### src/design/sai_pkg.sv
// ----------------------------------------------------------------------------
// sai_pkg
// Shared types and codes of the safety arming interlock: request and response
// payloads, request kinds, modes, status codes, reason codes and defaults.
// ----------------------------------------------------------------------------
package sai_pkg;

  // default widths of the internal counters
  localparam int unsigned GenWidthDef   = 32;
  localparam int unsigned FreshWidthDef = 8;

  // configuration port
  localparam int unsigned CfgIdxWidth  = 2;
  localparam int unsigned CfgDataWidth = 32;

  // request kinds
  typedef enum logic [2:0] {
    REQ_BOOT    = 3'd0,
    REQ_OBSERVE = 3'd1,
    REQ_ARM     = 3'd2,
    REQ_DISARM  = 3'd3,
    REQ_ESTOP   = 3'd4,
    REQ_RESET   = 3'd5
  } req_e;

  // operating modes
  typedef enum logic [2:0] {
    MODE_BOOT_INH  = 3'd0,
    MODE_RECOV_INH = 3'd1,
    MODE_FAULT_INH = 3'd2,
    MODE_DISARMED  = 3'd3,
    MODE_ARMED     = 3'd4,
    MODE_LATCHED   = 3'd5
  } mode_e;

  // response status codes
  typedef enum logic [3:0] {
    ST_OK           = 4'd0,
    ST_BAD_TIME     = 4'd1,
    ST_ACT_OFF      = 4'd2,
    ST_GEN_MISMATCH = 4'd3,
    ST_NOT_READY    = 4'd4,
    ST_NO_OPERATOR  = 4'd5,
    ST_LATCHED      = 4'd6,
    ST_BAD_ESTOP    = 4'd7,
    ST_AUTH_REJECT  = 4'd8,
    ST_RESET_BAD    = 4'd9,
    ST_NOT_CLEARED  = 4'd10
  } status_e;

  // configuration register indexes
  typedef enum logic [CfgIdxWidth-1:0] {
    CFG_FRESH_COUNT  = 2'd0,
    CFG_VALID_WINDOW = 2'd1,
    CFG_ACT_ENABLE   = 2'd2,
    CFG_RESET_ENABLE = 2'd3
  } cfg_idx_e;

  // reason codes; faults reported by the caller occupy the upper codes
  localparam logic [3:0] RSN_NONE     = 4'd0;
  localparam logic [3:0] RSN_INVALID  = 4'd1;
  localparam logic [3:0] RSN_RECOVERY = 4'd2;
  localparam logic [3:0] RSN_DISARMED = 4'd3;
  localparam logic [3:0] RSN_ESTOP    = 4'd4;

  // configuration reset values
  localparam logic [7:0]  FreshCountRst  = 8'd3;
  localparam logic [31:0] ValidWindowRst = 32'd100000000;

  typedef struct packed {
    logic [2:0]         req_type;
    logic signed [63:0] timestamp;
    logic               all_clear;
    logic [3:0]         reported_reason;
    logic               operator_present;
    logic [31:0]        expected_generation;
    logic               estop_asserted;
    logic               estop_stamp_positive;
    logic               estop_ids_present;
    logic               auth_granted;
    logic               clear_acknowledged;
  } req_t;

  typedef struct packed {
    logic               accepted;
    status_e            status_code;
    mode_e              mode_out;
    logic [3:0]         reason_out;
    logic [31:0]        state_generation;
    logic [31:0]        latch_count;
    logic               state_valid;
    logic [31:0]        valid_for;
    logic signed [63:0] stamp_out;
  } rsp_t;

endpackage

### src/design/sai_req_if.sv
// ----------------------------------------------------------------------------
// sai_req_if
// Request channel: valid/ready handshake carrying one interlock request.
// ----------------------------------------------------------------------------
interface sai_req_if;
  import sai_pkg::*;

  logic valid;
  logic ready;
  req_t data;

  modport source (output valid, output data, input ready);
  modport sink (input valid, input data, output ready);
endinterface

### src/design/sai_rsp_if.sv
// ----------------------------------------------------------------------------
// sai_rsp_if
// Response channel: valid/ready handshake carrying one interlock result.
// ----------------------------------------------------------------------------
interface sai_rsp_if;
  import sai_pkg::*;

  logic valid;
  logic ready;
  rsp_t data;

  modport source (output valid, output data, input ready);
  modport sink (input valid, input data, output ready);
endinterface

### src/design/safety_arming_interlock.sv
// ----------------------------------------------------------------------------
// safety_arming_interlock
// Arming interlock that tracks boot, observed conditions, arming and
// emergency stop latching, and answers each request with its verdict and a
// snapshot of the resulting state.
// ----------------------------------------------------------------------------
//
// channel  | dir | payload | transaction
// ---------+-----+---------+------------------------------------------------
// req_i    | in  | req_t   | one request (boot/observe/arm/disarm/estop/reset)
// rsp_o    | out | rsp_t   | one result per request, in request order
// cfg      | in  | 32 bit  | register write when cfg_we_i is high
//
// - one request per cycle sustained while responses are taken; a request
//   passes the input register, then the response register, before its
//   response is valid
// - the state update sits between the input register and the response
//   register, so each request sees the state left by the one before it
// - reset clears mode, reason, counters and flags and loads the register
//   defaults; no clearing pass
// - a stalled response holds the response register and the input register;
//   the request channel stays ready while the input register can drain
// ----------------------------------------------------------------------------
module safety_arming_interlock #(
  parameter int unsigned GEN_WIDTH   = sai_pkg::GenWidthDef,
  parameter int unsigned FRESH_WIDTH = sai_pkg::FreshWidthDef
) (
  input  logic                                clk_i,
  input  logic                                rst_ni,
  sai_req_if.sink                             req_i,
  sai_rsp_if.source                           rsp_o,
  input  logic                                cfg_we_i,
  input  logic [sai_pkg::CfgIdxWidth-1:0]     cfg_idx_i,
  input  logic [sai_pkg::CfgDataWidth-1:0]    cfg_wdata_i
);
  import sai_pkg::*;

  // configuration registers
  logic [7:0]  fresh_cnt_q;
  logic [31:0] valid_win_q;
  logic        act_en_q;
  logic        rst_en_q;

  // interlock state
  mode_e                  mode_q, mode_d;
  logic [3:0]             rsn_q, rsn_d;
  logic [GEN_WIDTH-1:0]   st_gen_q, st_gen_d;
  logic [GEN_WIDTH-1:0]   latch_q, latch_d;
  logic [FRESH_WIDTH-1:0] cnt_q, cnt_d;
  logic                   boot_q, boot_d;
  logic                   clr_q, clr_d;

  // pipeline registers
  logic s1_valid_q;
  req_t s1_q;
  logic rsp_valid_q;
  rsp_t rsp_q, rsp_d;

  logic advance;
  logic fire;

  // handshake: response register drains or is empty, input register follows
  assign advance     = !rsp_valid_q || rsp_o.ready;
  assign fire        = s1_valid_q && advance;
  assign req_i.ready = !s1_valid_q || advance;
  assign rsp_o.valid = rsp_valid_q;
  assign rsp_o.data  = rsp_q;

  // configuration writes
  always_ff @(posedge clk_i or negedge rst_ni) begin
    if (!rst_ni) begin
      fresh_cnt_q <= FreshCountRst;
      valid_win_q <= ValidWindowRst;
      act_en_q    <= 1'b0;
      rst_en_q    <= 1'b0;
    end else if (cfg_we_i) begin
      unique case (cfg_idx_e'(cfg_idx_i))
        CFG_FRESH_COUNT:  fresh_cnt_q <= cfg_wdata_i[7:0];
        CFG_VALID_WINDOW: valid_win_q <= cfg_wdata_i;
        CFG_ACT_ENABLE:   act_en_q    <= cfg_wdata_i[0];
        CFG_RESET_ENABLE: rst_en_q    <= cfg_wdata_i[0];
        default: ;
      endcase
    end
  end

  // request fields and derived checks
  logic                     ts_ok;
  logic                     cfg_ok;
  logic [GEN_WIDTH+31:0]    st_gen_ext;
  logic [GEN_WIDTH+31:0]    latch_ext;
  logic [31:0]              st_gen32;
  logic [31:0]              latch32;
  logic [FRESH_WIDTH+7:0]   cnt_ext;
  logic [FRESH_WIDTH+7:0]   cnt_up_ext;
  logic [FRESH_WIDTH+7:0]   need_ext;
  logic [FRESH_WIDTH-1:0]   cnt_up;
  logic                     full_q;
  logic                     full_up;
  logic                     is_latched;

  assign ts_ok      = !s1_q.timestamp[63] && (s1_q.timestamp != 64'sd0);
  assign cfg_ok     = (fresh_cnt_q != 8'd0) && (valid_win_q != 32'd0);
  assign st_gen_ext = {32'd0, st_gen_q};
  assign latch_ext  = {32'd0, latch_q};
  assign st_gen32   = st_gen_ext[31:0];
  assign latch32    = latch_ext[31:0];
  assign is_latched = (mode_q == MODE_LATCHED);

  // clear-observation counter: saturates at the threshold and at all ones
  assign cnt_up     = (!full_q && (cnt_q != {FRESH_WIDTH{1'b1}})) ?
                      cnt_q + {{(FRESH_WIDTH-1){1'b0}}, 1'b1} : cnt_q;
  assign need_ext   = {{FRESH_WIDTH{1'b0}}, fresh_cnt_q};
  assign cnt_ext    = {8'd0, cnt_q};
  assign cnt_up_ext = {8'd0, cnt_up};
  assign full_q     = (cnt_ext >= need_ext);
  assign full_up    = (cnt_up_ext >= need_ext);

  // request evaluation and next state
  logic    acc;
  status_e st;
  logic    force_bump;

  always_comb begin
    mode_d     = mode_q;
    rsn_d      = rsn_q;
    latch_d    = latch_q;
    cnt_d      = cnt_q;
    boot_d     = boot_q;
    clr_d      = clr_q;
    acc        = 1'b0;
    st         = ST_OK;
    force_bump = 1'b0;
    unique case (req_e'(s1_q.req_type))
      REQ_BOOT: begin
        acc = 1'b1;
        if (!is_latched && !boot_q) begin
          if (!cfg_ok || !ts_ok) begin
            mode_d = MODE_BOOT_INH;
            rsn_d  = RSN_INVALID;
          end else begin
            boot_d = 1'b1;
            cnt_d  = '0;
            clr_d  = 1'b0;
            mode_d = MODE_RECOV_INH;
            rsn_d  = RSN_RECOVERY;
          end
        end
      end
      REQ_OBSERVE: begin
        acc = 1'b1;
        if (!boot_q || !ts_ok) begin
          cnt_d = '0;
          clr_d = 1'b0;
          if (!is_latched) begin
            mode_d = MODE_BOOT_INH;
            rsn_d  = RSN_INVALID;
          end
        end else if (!s1_q.all_clear) begin
          clr_d = 1'b0;
          cnt_d = '0;
          if (!is_latched) begin
            mode_d = MODE_FAULT_INH;
            rsn_d  = (s1_q.reported_reason == RSN_NONE) ? RSN_INVALID
                                                        : s1_q.reported_reason;
          end
        end else begin
          clr_d = 1'b1;
          cnt_d = cnt_up;
          if (!is_latched) begin
            if (!full_up) begin
              mode_d = MODE_RECOV_INH;
              rsn_d  = RSN_RECOVERY;
            end else if (mode_q != MODE_ARMED) begin
              mode_d = MODE_DISARMED;
              rsn_d  = RSN_DISARMED;
            end
          end
        end
      end
      REQ_ARM: begin
        priority if (!ts_ok) begin
          st = ST_BAD_TIME;
        end else if (!act_en_q) begin
          st = ST_ACT_OFF;
        end else if (!s1_q.operator_present || (s1_q.expected_generation != st_gen32)) begin
          st = ST_GEN_MISMATCH;
        end else if (!boot_q || !clr_q || !full_q || (mode_q != MODE_DISARMED)) begin
          st = ST_NOT_READY;
        end else begin
          mode_d = MODE_ARMED;
          rsn_d  = RSN_NONE;
          acc    = 1'b1;
        end
      end
      REQ_DISARM: begin
        priority if (!s1_q.operator_present) begin
          st = ST_NO_OPERATOR;
        end else if (is_latched) begin
          st = ST_LATCHED;
        end else begin
          mode_d = MODE_DISARMED;
          rsn_d  = RSN_DISARMED;
          acc    = 1'b1;
        end
      end
      REQ_ESTOP: begin
        if (!s1_q.estop_asserted || !s1_q.estop_stamp_positive ||
            !s1_q.estop_ids_present) begin
          st = ST_BAD_ESTOP;
        end else begin
          latch_d    = latch_q + {{(GEN_WIDTH-1){1'b0}}, 1'b1};
          force_bump = 1'b1;
          cnt_d      = '0;
          clr_d      = 1'b0;
          mode_d     = MODE_LATCHED;
          rsn_d      = RSN_ESTOP;
          acc        = 1'b1;
        end
      end
      REQ_RESET: begin
        priority if (!ts_ok) begin
          st = ST_BAD_TIME;
        end else if (!rst_en_q || !s1_q.auth_granted) begin
          st = ST_AUTH_REJECT;
        end else if (!s1_q.operator_present || !s1_q.clear_acknowledged ||
                     (s1_q.expected_generation != latch32)) begin
          st = ST_RESET_BAD;
        end else if (!is_latched || !clr_q || !full_q) begin
          st = ST_NOT_CLEARED;
        end else begin
          mode_d = MODE_DISARMED;
          rsn_d  = RSN_DISARMED;
          acc    = 1'b1;
        end
      end
      default: ;
    endcase
  end

  // state generation bumps on any mode or reason change, and on every accepted estop
  assign st_gen_d = (force_bump || (mode_d != mode_q) || (rsn_d != rsn_q)) ?
                    st_gen_q + {{(GEN_WIDTH-1){1'b0}}, 1'b1} : st_gen_q;

  // response assembly from the updated state
  logic [GEN_WIDTH+31:0] st_gen_d_ext;
  logic [GEN_WIDTH+31:0] latch_d_ext;

  assign st_gen_d_ext = {32'd0, st_gen_d};
  assign latch_d_ext  = {32'd0, latch_d};

  always_comb begin
    rsp_d.accepted         = acc;
    rsp_d.status_code      = st;
    rsp_d.mode_out         = mode_d;
    rsp_d.reason_out       = rsn_d;
    rsp_d.state_generation = st_gen_d_ext[31:0];
    rsp_d.latch_count      = latch_d_ext[31:0];
    rsp_d.state_valid      = cfg_ok && ts_ok;
    rsp_d.valid_for        = valid_win_q;
    rsp_d.stamp_out        = s1_q.timestamp;
  end

  // control state and interlock state
  always_ff @(posedge clk_i or negedge rst_ni) begin
    if (!rst_ni) begin
      s1_valid_q  <= 1'b0;
      rsp_valid_q <= 1'b0;
      mode_q      <= MODE_BOOT_INH;
      rsn_q       <= RSN_NONE;
      st_gen_q    <= '0;
      latch_q     <= '0;
      cnt_q       <= '0;
      boot_q      <= 1'b0;
      clr_q       <= 1'b0;
    end else begin
      if (req_i.ready) begin
        s1_valid_q <= req_i.valid;
      end
      if (advance) begin
        rsp_valid_q <= s1_valid_q;
      end
      if (fire) begin
        mode_q   <= mode_d;
        rsn_q    <= rsn_d;
        st_gen_q <= st_gen_d;
        latch_q  <= latch_d;
        cnt_q    <= cnt_d;
        boot_q   <= boot_d;
        clr_q    <= clr_d;
      end
    end
  end

  // payload registers
  always_ff @(posedge clk_i) begin
    if (req_i.valid && req_i.ready) begin
      s1_q <= req_i.data;
    end
    if (fire) begin
      rsp_q <= rsp_d;
    end
  end

`ifndef ASSERT_OFF
  // armed mode is reachable only after a completed boot
  a_armed_needs_boot: assert property (@(posedge clk_i) disable iff (!rst_ni)
    (mode_q == MODE_ARMED) |-> boot_q)
    else $error("armed without completed boot");

  // the latch generation moves only together with entering the latched mode
  a_latch_bump_latches: assert property (@(posedge clk_i) disable iff (!rst_ni)
    (fire && (latch_d != latch_q)) |=> (mode_q == MODE_LATCHED))
    else $error("latch generation moved without latching");

  // a mode change is always visible as a new state generation
  a_mode_change_bumps: assert property (@(posedge clk_i) disable iff (!rst_ni)
    (fire && (mode_d != mode_q)) |=> (st_gen_q != $past(st_gen_q)))
    else $error("mode changed without a generation bump");

  // an accepted response never carries a failure status
  a_accept_ok_status: assert property (@(posedge clk_i) disable iff (!rst_ni)
    (rsp_valid_q && rsp_q.accepted) |-> (rsp_q.status_code == ST_OK))
    else $error("accepted response with failure status");

  // a request held in the input register is not dropped while stalled
  a_no_drop: assert property (@(posedge clk_i) disable iff (!rst_ni)
    (s1_valid_q && !advance) |=> s1_valid_q)
    else $error("stalled request lost");
`endif

endmodule
### src/flat_wrapper.sv
// flat-port wrapper written by rule: the top's interface ports become plain ports
module safety_arming_interlock_flat import sai_pkg::*;
#(
  parameter int unsigned GEN_WIDTH   = sai_pkg::GenWidthDef,
  parameter int unsigned FRESH_WIDTH = sai_pkg::FreshWidthDef
)
  (clk_i, rst_ni, cfg_we_i, cfg_idx_i, cfg_wdata_i, req_i_valid, req_i_data, req_i_ready, rsp_o_valid, rsp_o_data, rsp_o_ready);
  sai_req_if req_i_i ();
  sai_rsp_if rsp_o_i ();
  input  logic clk_i;
  input  logic rst_ni;
  input  logic cfg_we_i;
  input  logic [sai_pkg::CfgIdxWidth-1:0] cfg_idx_i;
  input  logic [sai_pkg::CfgDataWidth-1:0] cfg_wdata_i;
  input wire logic [$bits(req_i_i.valid)-1:0] req_i_valid;
  input wire logic [$bits(req_i_i.data)-1:0] req_i_data;
  output wire logic [$bits(req_i_i.ready)-1:0] req_i_ready;
  output wire logic [$bits(rsp_o_i.valid)-1:0] rsp_o_valid;
  output wire logic [$bits(rsp_o_i.data)-1:0] rsp_o_data;
  input wire logic [$bits(rsp_o_i.ready)-1:0] rsp_o_ready;
  assign req_i_i.valid = req_i_valid;
  assign req_i_i.data = req_i_data;
  assign req_i_ready = req_i_i.ready;
  assign rsp_o_valid = rsp_o_i.valid;
  assign rsp_o_data = rsp_o_i.data;
  assign rsp_o_i.ready = rsp_o_ready;
  safety_arming_interlock #(.GEN_WIDTH(GEN_WIDTH), .FRESH_WIDTH(FRESH_WIDTH)) u_core (.clk_i(clk_i), .rst_ni(rst_ni), .req_i(req_i_i), .rsp_o(rsp_o_i), .cfg_we_i(cfg_we_i), .cfg_idx_i(cfg_idx_i), .cfg_wdata_i(cfg_wdata_i));
endmodule
### config.mk
export PLATFORM = sky130hd
export DESIGN_NAME = safety_arming_interlock_flat
export DESIGN_NICKNAME = d
export VERILOG_FILES = /design/src/design/sai_pkg.sv /design/src/design/sai_req_if.sv /design/src/design/sai_rsp_if.sv /design/src/design/safety_arming_interlock.sv /design/src/flat_wrapper.sv
export SDC_FILE = /design/constraint.sdc
export NUM_CORES = 1
export LEC_CHECK = 0
export ABC_AREA = 1
export BUFFER_PORTS_ARGS = -buffer_cell sky130_fd_sc_hd__buf_2
export CAP_MARGIN = 20
export CORE_MARGIN = 5
export CORE_UTILIZATION = 45
export CTS_BUF_LIST = sky130_fd_sc_hd__clkbuf_8
export DETAILED_ROUTE_END_ITERATION = 12
export PLACE_DENSITY = 0.66
export SLEW_MARGIN = 30
export SYNTH_ARGS = -nofsm -noshare
export SYNTH_HDL_FRONTEND = slang
export SYNTH_SLANG_ARGS = --single-unit
### constraint.sdc
create_clock -name clk_i -period 4.8 [get_ports clk_i]
set_input_delay 0.96 -clock clk_i [delete_from_list [all_inputs] [get_ports clk_i]]
set_output_delay 0.96 -clock clk_i [all_outputs]
set_load 0.01 [all_outputs]
## Word-level counts from Yosys, hierarchy flattened

Index checks and enable logic that the tools add are counted.

| storage, ports and cells | value |
|---|---|
| input bits | 149 |
| flip-flop bits (word level) | 408 |

| cells by class | value |
|---|---|
| bitwise operators | 1 |
| magnitude comparators | 2 |
| add/sub/neg operators | 3 |
| multiplexer cells | 84 |
| eq/ne operators | 19 |
| reductions and logical operators | 54 |

Operators with widths:

| kind | number |
|---|---|
| 2-to-1 mux 4 bit | 28 |
| 2-to-1 mux 32 bit | 3 |
| 2-to-1 mux 3 bit | 22 |
| adder 32 x 1 -> 32 bit (second input constant) | 2 |
| != test 32 bit | 2 |
| nonzero test 64 bit | 1 |
| 2-to-1 mux 8 bit | 6 |
| nonzero test 32 bit | 1 |
| one-hot mux 4 bit (6 select lines) | 1 |
| one-hot mux 8 bit (3 select lines) | 1 |
| 2-to-1 mux 1 bit | 18 |
| one-hot mux 3 bit (6 select lines) | 1 |
| logical OR 1 bit | 17 |
| greater-or-equal comparator 8 bit | 2 |
| zero test 1 bit | 16 |
| one-hot mux 4 bit (4 select lines) | 1 |
| == test 3 bit (second input constant) | 3 |
| adder 8 x 1 -> 8 bit (second input constant) | 1 |
| != test 8 bit (second input constant) | 1 |
| AND reduction 2 bit | 4 |
| nonzero test 8 bit | 1 |
| logical AND 1 bit | 7 |
| == test 3 x 2 -> 1 bit (second input constant) | 2 |
| one-hot mux 1 bit (5 select lines) | 1 |
| 19 further kinds | 21 |

## Longest topological paths before layout

Gate-level depths: netlist of run 1.

| logic depth | value |
|---|---|
| word-level depth | 14 |
| gate-level depth with buffers | 37 |
| mapped depth without buffers | 36 |

## Worst setup path before layout of run 1

Ideal clock, no wire load.

| path | value |
|---|---|
| path kind | register to register |
| from | register u_core.fresh_cnt_q[1] |
| to | register u_core.rsp_q (netlist bit u_core.rsp_o.data[130]) (data pin) |
| clock period less this slack | 4.217 ns |
| arrival time | 3.963 ns |
| slack | 0.583 ns |
| cell stages (with the launch flop) | 30 |
| cell sequence | dfstp_2 inv_1 ha_1 nand2_1 nor2_1 nor2_1 nand2_1 nand2_1 nand2_1 a21oi_1 nand4_1 nor4_1 xor2_1 inv_1 ha_1 a21o_1 nor2_1 nand3_1 nand2_1 clkinv_1 nand2_1 nand2_1 nand3_1 nand2_1 nand3_1 nand3_1 nor2_2 buf_2 nand4_1 and2_1 |

RTL lines:

| item | RTL line | RTL |
|---|---|---|
| start, declared | safety_arming_interlock.sv:39 | `logic [7:0] fresh_cnt_q;` |
| start signal, assigned | safety_arming_interlock.sv:72 | `fresh_cnt_q <= FreshCountRst;` |
| start signal, assigned | safety_arming_interlock.sv:78 | `CFG_FRESH_COUNT: fresh_cnt_q <= cfg_wdata_i[7:0];` |
| end signal, assigned | safety_arming_interlock.sv:301 | `rsp_q <= rsp_d;` |
| end, declared | safety_arming_interlock.sv:57 | `rsp_t rsp_q, rsp_d;` |

==> impl_results.md, run 1 <==
- Result of the run: finished, final reports clean
- Power density relative to cell area: approximately 450 nW/um^2
- Total CTS buffers: 70
- Synthesized instance count: approximately 1,900
- Largest cells by area after synthesis: sky130_fd_sc_hd__edfxtp_1, sky130_fd_sc_hd__dfrtp_1, sky130_fd_sc_hd__nand2_1
- Mapped Area: roughly 19,000 um^2
- Chip Height: 216 um
- Distinct cell type count after synthesis: 48
- Clock-pin slew on the worst setup and hold paths: ~0.060 ns
- Buffer cell driving the clock tree root: sky130_fd_sc_hd__clkbuf_8
- Crit path arrival time: 4.90 ns
- Routed len/inst: 18.9 um
- IO Port Bufs: 323
- Most frequent cells in the layout: sky130_fd_sc_hd__nand2_1, sky130_fd_sc_hd__buf_2, sky130_fd_sc_hd__edfxtp_1
- Count of synthesis-stage warnings from yosys: 0
- Post-route total power: between 10 and 15 mW
- Req. time, crit path: approximately 5.2 ns
- Most Frequent Cell on Critical Path: sky130_fd_sc_hd__nand2_1
- DIE AREA: around 47,000 um^2
- Placeable Area: 41,900 um^2
- Final worst-path setup slack: around 0.29 ns
- Count of standard-cell rows: 75
- H-tree levels: 3
- Final Hold Fails: 0
- Cell type of the slowest stage on the worst timing path: sky130_fd_sc_hd__dfstp_2
- Routability congestion estimate: slightly above 1
- Number of maximum-capacitance violations: 0
- Maximum cell stage delay along the critical path: ~0.53 ns
- Final number of setup-violating endpoints: 0
- Actual transition at the worst max-transition pin: between 0.8 and 0.9 ns
- Number of antenna violations at the first check in global routing: 1
- Count of hold buffers inserted by post-cts repair: 0
- Hold Path Class: input pin to asynchronous set/reset pin
- Syn_area_per_cell: around 9.8 um^2
- Number of primary I/O pins: ~320
- Synth top area share: 0.446
- Largest buffer count on any clock path: 3
- Clk_lat worst skew: approximately 0.64 ns
- Initial cell density of the core: 0.454
- CTS tree: done
- Maximum number of pins on one net before global-route repair: 95
- Largest fanout on the critical path: 7
- Wire length of the first global-routing pass: 83.1 mm
- Total routing resource utilization after global routing: 0.229
- Antenna Nets Post-Route: 0
- Slew Limit Fails: 0
- First-pass detailed-route iteration total: 6
- Cell Count Post-Placement: about 2,800
- WL final: 54.8 mm
- Total number of vias: between 10,000 and 15,000
- Starting DRC count in detailed routing: 1,238
- NumNets Final: around 2,500
- Maximum frequency from static timing analysis: 222 MHz
- Number of synthesized flops with an enable pin: 283
- TritonCTS sink count: between 400 and 500
- Reg2Reg Setup Slack: between 0.2 and 0.3 ns
- Leakage component of the power: around 10 nW
- DPL Wire Length: about 41 mm
- Antenna cell count: 0
- Chip Width: roughly 220 um
- Maximum vdd drop: roughly 0.25 mV
- Worst rel slew slack: 0.444
- Pre-CTS setup slack: ~0.19 ns
- Flip-flop and latch count after synthesis: 408
- Kind of start point of the critical path: flip-flop
- Proportion of layout cells with a drive suffix above 1: 0.262
- Via density per instance: 5.12
- Signed area change from the synthesized netlist to the final layout: 19.8%
- Crit end category: flip-flop
- Final cell count without fillers: roughly 2,900
- Vias in the first global route: approximately 15,000
- Skew final: 0.0337 ns
- Post-route minimum period: 4.51 ns
- GRT Residual Overflow: 0
- Final total negative setup slack: 0 ns
- Seq/Total Area, Yosys: 0.611
- Post-synthesis net count: 2,111
- Most common library cell in the layout ignoring fill and taps: sky130_fd_sc_hd__nand2_1
- CP Class: flip-flop to flip-flop
- Most used flip-flop cell after synthesis: sky130_fd_sc_hd__edfxtp_1
- Synth area leader: sky130_fd_sc_hd__edfxtp_1
- Period utilization: 0.940
- Share of flip-flops with an asynchronous set or reset after synthesis: 0.306
- Post-route DRC violation count: 0
[power by group]
part / internal [mW] / switching [mW] / leakage, nW
clock: 1.43 / 1.43 / 0.740
sequential: 4.43 / 0.432 / 4.37
combinational: 0.861 / 1.60 / 5.23
total: 6.72 / 3.47 / 10.3
[sequential cells by signal, indices dropped and copies added (netlist names)]
register            cells
u_core.rsp_d           64
u_core.rst_en_q         1
u_core.cnt_q            8
u_core.s1_q            46
u_core.valid_win_q     32
u_core.rsn_q            4
u_core.fresh_cnt_q      8
u_core.act_en_q         1
u_core.mode_q           3
u_core.clr_q            1
u_core.rsp_o.data     173
u_core.boot_q           1
u_core.st_gen32        32
u_core.latch32         32
u_core.s1_valid_q       1
u_core.rsp_o.valid      1
[worst max-delay path, delay by kind of cell, from the launching register on]
kind	cells	cell delay [ns]
AND/OR/NAND/NOR	21	2.22
XOR/XNOR	1	0.22
AO/OA/AOI/OAI	2	0.30
adder cells (fa/ha/maj)	2	0.45
flip-flops	1	0.53
buffers and inverters	5	0.56
[layer usage]
metal,vias to the layer above,part of all wire,wire [um],global-route usage
met4,2,0.030,1620,0.0766
met5,-,0.00024,13,0
met3,112,0.078,4310,0.0493
met2,580,0.46,25000,0.356
li1,7139,-,-,-
met1,7021,0.44,23900,0.322
[cell families after synthesis]
family / after synthesis / synth area share
AOI/OAI and AO/OA: 106 / 0.0306
xor gates and xnor gates: 74 / 0.0344
adders and majority gates: 19 / 0.0125
buffers and inverters: 267 / 0.0562
DFF: 408 / 0.611
muxes: 24 / 0.0142
and+or+nand+nor: 1045 / 0.241
[per-stage QoR]
step,cell area (um^2),hold WS [ns],utilization
global placement,21300,0.429,0.508
finish,22800,0.349,0.544
global route,22800,0.387,0.544
CTS,22600,0.360,0.538
detailed placement,21300,0.433,0.508
floorplan,19100,0.427,-
[layout make-up]
type                            count  area [um^2]
Clock inverter                     52          262
Timing Repair Buffer              345         1990
Tap cell                          539          674
Fill cell                        3810        19100
Multi-Input combinational cell   1268         6420
Inverter                          216          826
Clock buffer                       73         1000
Sequential cell                   408        11600
[cells in the mapped netlist, types with 13 or more instances]
| library cell | number |
|---|---|
| sky130_fd_sc_hd__a21oi_1 | 14 |
| sky130_fd_sc_hd__buf_2 | 23 |
| sky130_fd_sc_hd__clkbuf_1 | 21 |
| sky130_fd_sc_hd__dfrtp_1 | 111 |
| sky130_fd_sc_hd__dfstp_2 | 14 |
| sky130_fd_sc_hd__edfxtp_1 | 283 |
| sky130_fd_sc_hd__ha_1 | 19 |
| sky130_fd_sc_hd__inv_1 | 178 |
| sky130_fd_sc_hd__inv_2 | 33 |
| sky130_fd_sc_hd__mux2_2 | 24 |
| sky130_fd_sc_hd__nand2_1 | 570 |
| sky130_fd_sc_hd__nand2_2 | 66 |
| sky130_fd_sc_hd__nand3_1 | 70 |
| sky130_fd_sc_hd__nand4_1 | 57 |
| sky130_fd_sc_hd__nor2_1 | 195 |
| sky130_fd_sc_hd__nor3_1 | 41 |
| sky130_fd_sc_hd__nor4_1 | 13 |
| sky130_fd_sc_hd__o21ai_0 | 69 |
| sky130_fd_sc_hd__xor2_1 | 61 |
[path summary, 6_finish.rpt]
check / start / cells past startpoint / end
max in group asynchronous: rst_ni / 2 / u_core.latch32[19]$_DFFE_PN0P_
worst max-delay path: u_core.fresh_cnt_q[1]$_DFFE_PN1P_ / 31 / u_core.rsp_o.data[130]$_DFFE_PP_
worst max register to register: u_core.fresh_cnt_q[1]$_DFFE_PN1P_ / 31 / u_core.rsp_o.data[130]$_DFFE_PP_
worst min register to register: u_core.rsp_d[28]$_DFFE_PP_ / 0 / u_core.rsp_o.data[28]$_DFFE_PP_
min in group clk_i: u_core.rsp_d[28]$_DFFE_PP_ / 0 / u_core.rsp_o.data[28]$_DFFE_PP_
worst min-delay path: rst_ni / 1 / u_core.valid_win_q[12]$_DFFE_PN0P_
[timing repair]
| item | 4_1_cts | 5_1_grt |
|---|---|---|
| endpoints found under the hold margin | 0 | 0 |
| setup endpoints to repair | 0 | 64 |
| resized for setup | 0 | 19 |
| setup buffers | 0 | 2 |
(Power assumes the default switching activity.)
==> run 2, diff against run 1 <==
--- a/config.mk
+++ b/config.mk
@@ -9,10 +9,10 @@
 export BUFFER_PORTS_ARGS = -buffer_cell sky130_fd_sc_hd__buf_2
 export CAP_MARGIN = 20
 export CORE_MARGIN = 5
-export CORE_UTILIZATION = 45
+export CORE_UTILIZATION = 58
 export CTS_BUF_LIST = sky130_fd_sc_hd__clkbuf_8
 export DETAILED_ROUTE_END_ITERATION = 12
-export PLACE_DENSITY = 0.66
+export PLACE_DENSITY = 0.82
 export SLEW_MARGIN = 30
 export SYNTH_ARGS = -nofsm -noshare
 export SYNTH_HDL_FRONTEND = slang
==> run 2 against run 1 <==
First-iteration DRC count up 41%; sequential power about the same; critical endpoint is now u_core.rsp_o.data[132]$_DFFE_PP_; total power rose by 0.75%.
==> impl_results.md, run 2 (synthesis results as in run 1) <==
- Result of the run: finished, final reports clean
- CP Class: flip-flop to flip-flop
- Maximum number of pins on one net before global-route repair: between 100 and 150
- Via density per instance: approximately 5.4
- Post-route DRC violation count: 0
- Post-route minimum period: 4.60 ns
- Most frequent cells in the layout: sky130_fd_sc_hd__nand2_1, sky130_fd_sc_hd__buf_2, sky130_fd_sc_hd__edfxtp_1
- Cell Count Post-Placement: 2,670
- WL final: between 50 and 60 mm
- Total CTS buffers: 67
- Placeable Area: around 32,000 um^2
- Worst rel slew slack: 0.440
- Antenna cell count: 0
- Signed area change from the synthesized netlist to the final layout: 19.4%
- NumNets Final: roughly 2,500
- Total cell area at the placement stage: around 21,000 um^2
- Count of hold buffers inserted by post-cts repair: 0
- Power density relative to cell area: between 400 and 500 nW/um^2
- Number of maximum-capacitance violations: 0
- H-tree levels: 3
- DIE AREA: 36,600 um^2
- CTS tree: done
- Vias in the first global route: about 15,000
- GRT Residual Overflow: 0
- Total number of vias: between 15,000 and 20,000
- IO Port Bufs: ~320
- Largest fanout on the critical path: 8
- DPL Wire Length: 39.1 mm
- Actual transition at the worst max-transition pin: 0.840 ns
- Clock-pin slew on the worst setup and hold paths: about 0.06 ns
- Skew final: roughly 0.046 ns
- Initial cell density of the core: 0.587
- Clk_lat worst skew: a little over 0.6 ns
- Most common library cell in the layout ignoring fill and taps: sky130_fd_sc_hd__nand2_1
- Maximum frequency from static timing analysis: 217 MHz
- Req. time, crit path: 5.14 ns
- Largest register FFs: roughly 170
- Wire length of the first global-routing pass: roughly 83 mm
- Hold Path Class: input pin to asynchronous set/reset pin
- Final Hold Fails: 0
- Chip Height: approximately 190 um
- Cell type of the slowest stage on the worst timing path: sky130_fd_sc_hd__dfstp_2
- First-pass detailed-route iteration total: 5
- Antenna Nets Post-Route: 0
- Number of primary I/O pins: between 300 and 400
- Chip Width: about 190 um
- Final total negative setup slack: 0 ns
- Final instance area: 22,800 um^2
- Routed len/inst: approximately 20 um
- Routability congestion estimate: roughly 1.0
- Maximum cell stage delay along the critical path: approximately 0.56 ns
- Crit end category: flip-flop
- Proportion of layout cells with a drive suffix above 1: 0.269
- Total routing resource utilization after global routing: 0.295
- Leakage component of the power: between 10 and 15 nW
- Period utilization: 0.958
- Maximum vdd drop: around 0.44 mV
- Largest buffer count on any clock path: 3
- Slew Limit Fails: 0
- Starting DRC count in detailed routing: 1,740
- Buffer cell driving the clock tree root: sky130_fd_sc_hd__clkbuf_8
- Count of standard-cell rows: 66
- Filler cell count: around 2,400
- Final number of setup-violating endpoints: 0
- Crit path arrival time: approximately 5 ns
- Final cell count without fillers: around 2,800
- TritonCTS sink count: between 400 and 500
- Number of antenna violations at the first check in global routing: 0
- Kind of start point of the critical path: flip-flop
run 2: cell count changes in the layout (fill, tap and decap cells not counted), moves of 4 or more:
cell and change:
sky130_fd_sc_hd__inv_1 -8, sky130_fd_sc_hd__nand3_2 +5, sky130_fd_sc_hd__inv_6 -4, sky130_fd_sc_hd__buf_4 +7
sky130_fd_sc_hd__inv_2 +4, sky130_fd_sc_hd__nand3_1 -5, sky130_fd_sc_hd__clkinv_2 +4
run 2: path summary, 6_finish.rpt:
| kind | start | endpoint | slack (ns) | cells after the start |
|---|---|---|---|---|
| worst min-delay path | rst_ni | u_core.s1_valid_q$_DFFE_PN0N_ | 0.44 | 1 |
| worst max register to register | u_core.fresh_cnt_q[0]$_DFFE_PN1P_ | u_core.rsp_o.data[132]$_DFFE_PP_ | 0.20 | 30 |
| worst min register to register | u_core.rsp_d[6]$_DFFE_PP_ | u_core.rsp_o.data[6]$_DFFE_PP_ | 0.45 | 0 |
| worst max-delay path | u_core.fresh_cnt_q[0]$_DFFE_PN1P_ | u_core.rsp_o.data[132]$_DFFE_PP_ | 0.20 | 30 |
| max in group asynchronous | rst_ni | u_core.st_gen32[3]$_DFFE_PN0P_ | 3.50 | 2 |
| min in group clk_i | u_core.rsp_d[6]$_DFFE_PP_ | u_core.rsp_o.data[6]$_DFFE_PP_ | 0.45 | 0 |
run 2: final cells by class:
type	instances	area, um^2	area share
Sequential cell	408	11600	0.512
Multi-Input combinational cell	1268	6460	0.284
Timing Repair Buffer	349	2000	0.0879
Tap cell	442	553	0.0243
Clock buffer	71	977	0.0429
Inverter	216	826	0.0363
Clock inverter	49	297	0.0130
run 2: routing by layer:
layer  wire [um]  up-vias  track usage  share of wire
li1            -     7113            -              -
met1       22300     7150        0.406           0.41
met2       25100      796        0.462           0.46
met3        5490      122       0.0720           0.10
met4        1840        0        0.104          0.033
met5           0        -            0              0
run 2: worst max-delay path, delay by kind of cell, from the launching register on:
kind,cells,cell delay (ns)
simple gates,23,2.46
flops,1,0.56
fa+ha+maj,2,0.51
buf+inv,3,0.40
xor+xnor,1,0.25
compound gates,1,0.15
run 2: through the flow:
stage / hold WS [ns] / utilization / power (mW) / worst slack, ns
after CTS: 0.428 / 0.692 / 10.1 / 0.0465
after global routing: 0.443 / 0.701 / 10.8 / -0.0624
after global placement: 0.428 / 0.653 / 7.07 / 0.151
after detailed placement: 0.433 / 0.653 / 7.12 / 0.0490
after floorplan: 0.427 / - / 6.21 / 0.583
final: 0.442 / 0.701 / 10.3 / 0.200
run 2: where the power goes:
group          switching, mW  internal, mW
Clock                   1.40          1.54
Combinational           1.64         0.846
Sequential             0.411          4.43
run 2: what timing repair did:
action,in CTS,in global routing
cloned,0,5
gates resized for setup,1,34
buffers inserted,0,8
pin swaps,0,18
endpoints found under the setup margin,1,64
